### src/aifd_pkg.sv
// ---------------------------------------------------------------------------
// aifd_pkg
// Codes, result type and decode function for the instruction field decoder.
// ---------------------------------------------------------------------------
package aifd_pkg;

    localparam logic [3:0] OP_ADD     = 4'd0;
    localparam logic [3:0] OP_SUB     = 4'd1;
    localparam logic [3:0] OP_AND     = 4'd2;
    localparam logic [3:0] OP_ORR     = 4'd3;
    localparam logic [3:0] OP_EOR     = 4'd4;
    localparam logic [3:0] OP_MOV     = 4'd5;
    localparam logic [3:0] OP_CMP     = 4'd6;
    localparam logic [3:0] OP_LDR     = 4'd7;
    localparam logic [3:0] OP_STR     = 4'd8;
    localparam logic [3:0] OP_B       = 4'd9;
    localparam logic [3:0] OP_BL      = 4'd10;
    localparam logic [3:0] OP_INVALID = 4'd11;

    // data-processing opcode field values
    localparam logic [3:0] DP_ADD = 4'b0100;
    localparam logic [3:0] DP_SUB = 4'b0010;
    localparam logic [3:0] DP_AND = 4'b0000;
    localparam logic [3:0] DP_ORR = 4'b1100;
    localparam logic [3:0] DP_EOR = 4'b0001;
    localparam logic [3:0] DP_MOV = 4'b1101;
    localparam logic [3:0] DP_CMP = 4'b1010;

    // instruction class, bits 27:25
    localparam logic [2:0] CLS_DP_REG  = 3'b000;
    localparam logic [2:0] CLS_DP_IMM  = 3'b001;
    localparam logic [2:0] CLS_MEM_IMM = 3'b010;
    localparam logic [2:0] CLS_MEM_REG = 3'b011;
    localparam logic [2:0] CLS_BRANCH  = 3'b101;

    localparam int DATA_W = 64;
    localparam int USER_W = 4;

    typedef struct packed {
        logic [3:0]  operation;
        logic [3:0]  condition;
        logic        set_flags;
        logic [3:0]  base_reg;
        logic [3:0]  dest_reg;
        logic [31:0] immediate;
        logic        shift_used;
        logic [3:0]  shift_reg;
        logic [1:0]  shift_kind;
        logic [4:0]  shift_amount;
        logic [2:0]  index_flags;
    } result_t;

    function automatic logic [3:0] dp_map(input logic [3:0] code);
        logic [3:0] op;
        case (code)
            DP_ADD:  op = OP_ADD;
            DP_SUB:  op = OP_SUB;
            DP_AND:  op = OP_AND;
            DP_ORR:  op = OP_ORR;
            DP_EOR:  op = OP_EOR;
            DP_MOV:  op = OP_MOV;
            DP_CMP:  op = OP_CMP;
            default: op = OP_INVALID;
        endcase
        return op;
    endfunction

    function automatic result_t decode(input logic [31:0] w);
        result_t     r;
        logic [31:0] byte_ext;
        logic [4:0]  rot;
        logic [5:0]  rot_inv;
        logic [31:0] off;
        r        = '0;
        byte_ext = {24'd0, w[7:0]};
        rot      = {w[11:8], 1'b0};
        rot_inv  = 6'd32 - {1'b0, rot};
        off      = {{8{w[23]}}, w[23:0]};
        case (w[27:25]) inside
            CLS_DP_REG, CLS_DP_IMM:
            begin
                r.condition = w[31:28];
                r.set_flags = w[20];
                r.base_reg  = w[19:16];
                r.dest_reg  = w[15:12];
                r.operation = dp_map(w[24:21]);
                if (w[25])
                begin
                    if (rot == 5'd0)
                        r.immediate = byte_ext;
                    else
                        r.immediate = (byte_ext >> rot) | (byte_ext << rot_inv);
                end
                else
                begin
                    r.shift_used   = 1'b1;
                    r.shift_reg    = w[3:0];
                    r.shift_kind   = w[6:5];
                    r.shift_amount = w[11:7];
                end
            end
            CLS_MEM_IMM, CLS_MEM_REG:
            begin
                r.condition   = w[31:28];
                r.set_flags   = w[20];
                r.base_reg    = w[19:16];
                r.dest_reg    = w[15:12];
                r.operation   = w[20] ? OP_LDR : OP_STR;
                r.index_flags = {w[21], w[23], w[24]};
                if (w[25])
                begin
                    r.shift_used   = 1'b1;
                    r.shift_reg    = w[3:0];
                    r.shift_kind   = w[6:5];
                    r.shift_amount = w[11:7];
                end
                else
                    r.immediate = {20'd0, w[11:0]};
            end
            CLS_BRANCH:
            begin
                r.condition = w[31:28];
                r.operation = w[24] ? OP_BL : OP_B;
                r.immediate = {off[29:0], 2'b00};
            end
            default:
                r.operation = OP_INVALID;
        endcase
        return r;
    endfunction

endpackage

### src/arm_instruction_field_decoder.sv
// ---------------------------------------------------------------------------
// arm_instruction_field_decoder
// Splits 32-bit ARM instruction words into their decoded fields.
// ---------------------------------------------------------------------------
// Usage:
//   s_axis carries one instruction word per transfer; m_axis returns one
//   decoded result per word, in order. tuser on m_axis is the operation.
//   An accepted word passes through the input register, decode logic and
//   result register before its result appears on m_axis.
//   Throughput: one word per cycle when not stalled; input and result registers
//   form a two-deep pipeline, so a new word is taken while a result waits.
//   Stall: when m_axis_tready is low the result holds and the pipeline
//   fills; s_axis_tready drops only when both stages are occupied.
//   Reset: rst_n low empties both stages; no results are pending after it.
// ---------------------------------------------------------------------------
module arm_instruction_field_decoder
(
    input  logic                         clk,
    input  logic                         rst_n,
    input  logic                         s_axis_tvalid,
    output logic                         s_axis_tready,
    input  logic [31:0]                  s_axis_tdata,  // instruction_word
    output logic                         m_axis_tvalid,
    input  logic                         m_axis_tready,
    // condition, set_flags, base_reg, dest_reg, immediate, shift_used,
    // shift_reg, shift_kind, shift_amount, index_flags, zero pad
    output logic [aifd_pkg::DATA_W-1:0]  m_axis_tdata,
    output logic [aifd_pkg::USER_W-1:0]  m_axis_tuser   // operation
);

    logic              in_valid_reg;
    logic [31:0]       in_word_reg;
    logic              out_valid_reg;
    aifd_pkg::result_t out_reg;
    aifd_pkg::result_t out_next;
    logic              out_adv;

    assign out_adv       = !out_valid_reg || m_axis_tready;
    assign s_axis_tready = !in_valid_reg || out_adv;
    assign out_next      = aifd_pkg::decode(in_word_reg);

    always_ff @(posedge clk or negedge rst_n)
    begin
        if (!rst_n)
        begin
            in_valid_reg  <= 1'b0;
            out_valid_reg <= 1'b0;
        end
        else
        begin
            if (s_axis_tready)
                in_valid_reg <= s_axis_tvalid;
            if (out_adv)
                out_valid_reg <= in_valid_reg;
        end
    end

    always_ff @(posedge clk)
    begin
        if (s_axis_tready && s_axis_tvalid)
            in_word_reg <= s_axis_tdata;
        if (out_adv && in_valid_reg)
            out_reg <= out_next;
    end

    assign m_axis_tvalid = out_valid_reg;
    assign m_axis_tuser  = out_reg.operation;
    assign m_axis_tdata  = {4'd0, out_reg.index_flags, out_reg.shift_amount,
                            out_reg.shift_kind, out_reg.shift_reg, out_reg.shift_used,
                            out_reg.immediate, out_reg.dest_reg, out_reg.base_reg,
                            out_reg.set_flags, out_reg.condition};

endmodule

### config.mk
export PLATFORM = sky130hd
export DESIGN_NAME = arm_instruction_field_decoder
export DESIGN_NICKNAME = d
export VERILOG_FILES = /design/src/aifd_pkg.sv /design/src/arm_instruction_field_decoder.sv
export SDC_FILE = /design/constraint.sdc
export NUM_CORES = 1
export LEC_CHECK = 0
export BUFFER_PORTS_ARGS = -buffer_cell sky130_fd_sc_hd__buf_2
export CORE_MARGIN = 3
export CORE_UTILIZATION = 30
export DETAILED_ROUTE_END_ITERATION = 6
export GPL_ROUTABILITY_DRIVEN = 0
export MAX_ROUTING_LAYER = met4
export PLACE_DENSITY = 0.61
export RECOVER_POWER = 50
export SLEW_MARGIN = 25
export SYNTH_ARGS = -nofsm -noshare
export SYNTH_HDL_FRONTEND = slang
export SYNTH_SLANG_ARGS = --single-unit
### constraint.sdc
create_clock -name clk -period 3.1 [get_ports clk]
set_clock_uncertainty 0.2 [all_clocks]
set_input_delay 0.31 -clock clk [delete_from_list [all_inputs] [get_ports clk]]
set_output_delay 0.31 -clock clk [all_outputs]
set_load 0.05 [all_outputs]
==> results.tsv, run 1 <==
metric	value	unit
Area contributors post-synth	edfxtp_1, o21ai_0, and2_1	
initial core utilization	31.05	%
minimum clock period	2.613	ns
Core Region	14750	µm²
WHS Path Cells	3	
via count of the first global-routing pass	3298	
fin crit share	84.29	%
cell taking the most area after synthesis	edfxtp_1	
Setup Buffers After CTS	0	
clock latency on the worst-skew pair	0.35	ns
status	finished with violations	
Remaining DRCs	0	
Netlist Area Pre-Place	4581	µm²
Final setup violation count	0	
WL/cell	17.39	µm
Fill cells	1457	
DRT iter0 DRCs	335	
Cell Rows	44	
asr flop ratio synth	2.041	%
Yosys cell types	61	
PortBufs	101	
ANT nets after route	0	
Synth Instances	359	
worst slew pin tran	1.654	ns
global-route wire length before repair	17680	µm
Worst EP arrival	2.49	ns
Yosys reg bits	98	
clk buf depth	2	
hold endpoint	m_axis_tvalid	
hold_sp	m_axis_tready	
CP max FO	7	
CTS tree	done	
Area Overhead vs Synth	26.11	%
TritonRoute pass-1 iters	5	
PD cells	578.9	nW/µm²
r2r startpoint	in_word_reg[9]	
fin nets	526	
vias per cell	5.087	
reg2reg setup slack	0.49	ns
VDD IR max	293.1	µV
largest net degree at the start of global routing	65	
die width	129.6	µm
Main synth FF type	edfxtp_1	
Max-cap violations	1	
die area	16790	µm²
RSZ-0062 raised after global routing	no	
max reg flops	60	
# H-tree levels	3	
Ports	106	
total global routing overflow	0	
final hold vios	0	
Static Leak	1.990	nW
CTS root buf	clkbuf_16	
dpl cells	628	
Required @ worst endpoint	2.97	ns
setup tns final	0	ns
Slew HR	-10.29	%
violated checks	max-capacitance violations, max-slew violations	
Chip Height	129.6	µm
fin area	5777	µm²
kind of critical path	reg2reg	
Syn. warnings	0	
Post-DP HPWL	8104	µm
Clock transition at path regs	0.07	ns
Final Non-Filler Cells	678	
clk sinks	98	
Worst setup EP type	flip-flop	
routed vias	3449	
startpoint types	flip-flop	
Worst R2R End	m_axis_tdata[38]	
layout cells sized above 1	14.37	%
sequential area share after synthesis	64.03	%
initial antenna violation count	0	
Inserted Diodes	0	
number of synthesized flops with an enable pin	96	
FF-to-FF path depth	6	
min-delay worst type	in2reg	
cts bufs inserted	9	
fin util	39.15	%
Post-Route WL	11790	µm
post-placement cell area	5266	µm²
top-area cell type share of the netlist area	62.93	%
Slew Viols, Final	65	
fmax	382.7	MHz
global-route usage over all layers	14.31	%
mean post-synth cell area	12.76	µm²
-- cells in the final DEF (no fill, tap or decap), types with 6 or more instances in the layout --
| cell type | count |
|---|---|
| and2_1 | 16 |
| a21oi_1 | 8 |
| buf_4 | 8 |
| nand2_1 | 20 |
| clkbuf_16 | 9 |
| o21ai_1 | 6 |
| mux2i_1 | 7 |
| nor3_1 | 6 |
| a22oi_1 | 11 |
| buf_2 | 29 |
| nand2b_1 | 6 |
| nor2b_1 | 12 |
| edfxtp_1 | 96 |
| a32oi_1 | 6 |
| clkbuf_1 | 73 |
| inv_1 | 8 |
| dlygate4sd3_1 | 34 |
| o21ai_0 | 41 |
| nor2_1 | 17 |
| mux2_2 | 8 |
-- cell type report --
class                           instances  area, µm²  share of cell area, %
Inverter                                8      30.03                 0.5198
Tap cell                              184      230.2                  3.985
Timing Repair Buffer                  145      824.5                  14.27
Clock inverter                          7      53.80                 0.9313
Clock buffer                            9      225.2                  3.899
Multi-Input combinational cell        227       1480                  25.62
Sequential cell                        98       2933                  50.77
-- cell usage after synthesis, types with 5 or more instances --
cell,number
a21oi_1,8
a22oi_1,11
a32oi_1,6
and2_1,19
buf_2,10
buf_4,5
clkbuf_1,10
edfxtp_1,96
inv_1,8
mux2_2,8
mux2i_1,7
nand2_1,20
nand2b_1,6
nor2_1,17
nor2b_1,12
nor3_1,6
o21ai_0,41
o21ai_1,6
-- layer usage --
metal	GRT usage [%]	up-vias	wire length, µm
met5	-	-	0
met4	5.440	0	295
met3	3.092	21	796
met2	22.60	156	5779
met1	18.09	1655	4919
li1	-	1617	-
-- how the worst max path moves through the flow --
stage,slack [ns],to,startpoint,depth (start not counted)
global placement,0.68,m_axis_tdata[22],in_word_reg[9],6
finish,0.49,m_axis_tdata[38],in_word_reg[9],6
CTS,0.54,m_axis_tdata[38],in_word_reg[9],6
detailed placement,0.56,m_axis_tdata[38],in_word_reg[9],6
global route,0.34,m_axis_tdata[34],in_word_reg[9],7
floorplan,0.22,m_axis_tdata[0],m_axis_tvalid,2
-- critical path, stage by stage, from the launching register on --
cell	delay [ns]
edfxtp_1	0.34
inv_1	0.10
ha_1	0.47
mux2_2	0.41
nor3b_1	0.16
a311oi_1	0.47
o21ai_0	0.19
-- per-stage QoR --
step	hold WS, ns	setup slack (ns)	total power [mW]
floorplan	-0.1856	0.2202	2.129
global placement	-0.1051	0.6809	2.293
detailed placement	-0.1004	0.5642	2.304
CTS	0.03482	0.5431	3.397
global route	0.05346	0.3450	3.474
finish	0.05159	0.4871	3.344
-- where the power goes --
| part | switching, mW | leakage, nW | internal [mW] | total [mW] |
|---|---|---|---|---|
| clock network | 0.507 | 0.134 | 0.551 | 1.06 |
| logic | 0.468 | 0.892 | 0.165 | 0.633 |
| registers | 0.0712 | 0.965 | 1.58 | 1.65 |
| total | 1.05 | 1.99 | 2.30 | 3.34 |
-- kinds of logic (layout without fill, tap and decap cells) --
kind of cell               after synthesis  after routing  synth area share, %
other                                    1              4              0.08187
muxes                                   15             15                3.496
AOI/OAI and AO/OA                       99             99                14.20
adders and majority gates                1              1               0.2731
buffers and inverters                   37            169                3.934
DFF                                     98             98                64.03
xor gates and xnor gates                 3              3               0.7377
and+or+nand+nor                        105            105                13.25
-- repair_timing --
item,4_1_cts,5_1_grt
hold endpoints to repair,35,0
hold buffers,34,0
resized for setup,0,0
No activity file was read; power rests on OpenSTA's default activity.
==> run 2, diff against run 1 <==
PLACE_DENSITY = 0.62   (was 0.61)
clock period = 2.3 ns   (was 3.1 ns; I/O delays follow)
==> results.tsv, run 2 (synthesis gave the netlist of run 1 again) <==
metric	value	unit
Core Region	14750	µm²
dpl cells	643	
kind of critical path	reg2reg	
ANT nets after route	0	
fin crit share	95.34	%
fmax	456.0	MHz
Slew Viols, Final	0	
worst slew pin tran	0.8754	ns
slowest cell delay on critical path	0.59	ns
initial core utilization	31.05	%
clk buf depth	2	
Final Non-Filler Cells	696	
WL/cell	17.03	µm
cts bufs inserted	9	
max reg flops	60	
commonest non-fill, non-tap cell in the layout	edfxtp_1	
status	finished with violations	
clk sinks	98	
Area Overhead vs Synth	32.26	%
routed vias	3433	
total global routing overflow	0	
FF-to-FF path depth	5	
layout cells sized above 1	17.97	%
CP max stage cell	edfxtp_1	
via count of the first global-routing pass	3506	
WP buf/inv	2	
setup tns final	0	ns
Top delay family on crit path	compound AO/OA/AOI/OAI gates	
violated checks	design-rule violations	
vias per cell	4.932	
Worst setup EP type	flip-flop	
CTS root buf	clkbuf_16	
initial antenna violation count	0	
Worst path depth	5	
VDD IR max	368.2	µV
Inserted Diodes	0	
WHS Path Cells	1	
most frequent cells in the layout	edfxtp_1, clkbuf_1, o21ai_0	
Clock transition at path regs	0.07	ns
die area	16790	µm²
startpoint types	flip-flop	
Required @ worst endpoint	2.29	ns
final hold vios	0	
fin nets	544	
Ports	106	
Max-cap violations	0	
global-route usage over all layers	14.43	%
# H-tree levels	3	
Post-DP HPWL	8505	µm
Post-Route WL	11850	µm
Chip Height	129.6	µm
Remaining DRCs	1	
Cell Rows	44	
PortBufs	101	
Fill cells	1439	
Worst EP arrival	2.19	ns
global-route wire length before repair	18160	µm
RSZ-0062 raised after global routing	no	
clock latency on the worst-skew pair	0.35	ns
die width	129.6	µm
DRT iter0 DRCs	339	
Slew HR	41.61	%
CTS tree	done	
TritonRoute pass-1 iters	7	
min-delay worst type	reg2reg	
Setup Buffers After CTS	0	
minimum clock period	2.193	ns
PD cells	816.9	nW/µm²
Static Leak	2.125	nW
Final setup violation count	0	
CP Cell Sequence	clkbuf_1 -> inv_1 -> a2111oi_2 -> a221oi_1 -> o21ai_0	
CP max FO	11	
largest net degree at the start of global routing	33	
run 2: changes by cell type in the layout (fill, tap and decap cells not counted), sizes merged, moves of 2 or more:
cell / before / now
dlygate4sd3: 34 / 37
clkinvlp: 2 / 0
bufinv: 0 / 4
buf: 37 / 54
clkbuf: 83 / 81
run 2: where the power goes:
part	internal, mW	switching [mW]	total [mW]
logic	0.261	0.654	0.914
registers	2.13	0.0866	2.21
clock network	1.17	0.646	1.82
total	3.56	1.39	4.95
run 2: path summary, 6_finish.rpt:
kind | endpoint | start | slack [ns]
min in group asynchronous | m_axis_tvalid | rst_n | 0.54
setup reg to reg | m_axis_tdata[17] | in_word_reg[11] | 0.11
setup / recovery | m_axis_tdata[17] | in_word_reg[11] | 0.11
max in group asynchronous | in_valid_reg | rst_n | 1.24
hold reg to reg | m_axis_tvalid | in_valid_reg | 0.30
hold / removal | m_axis_tvalid | in_valid_reg | 0.30
run 2: final cells by class:
type                    instances  area, µm²  share of cell area (%)
multi-input cells             227       1511                   24.95
repair buffers                163      988.4                   16.32
well taps                     184      230.2                   3.800
inverters                       8      30.03                  0.4957
flip-flops and latches         98       2933                   48.41
clock inverters                 7      140.1                   2.313
clock buffers                   9      225.2                   3.717
run 2: timing repair:
action / CTS / global route
gates resized for setup: 2 / 3
endpoints found under the setup margin: 3 / 15
hold buffers: 37 / 0
endpoints found under the hold margin: 36 / 0
run 2: layer usage:
metal  part of all wire [%]  track usage, %
met5                      0               -
met4                    1.8           4.951
met3                    5.2           3.133
met2                     50           23.69
met1                     43           17.68
run 2: through the flow:
step	hold slack [ns]	power, mW	instance area, µm²	utilization [%]	setup WS, ns
after global routing	0.3173	5.130	6058	41.06	0.02959
after CTS	0.2974	5.016	6141	41.62	0.002759
final	0.2955	4.949	6058	41.06	0.1071
after floorplan	-0.2656	2.875	4618	-	0.0008006
after global placement	-0.1851	3.123	5393	36.55	0.004515
after detailed placement	-0.1822	3.136	5393	36.55	-0.08670
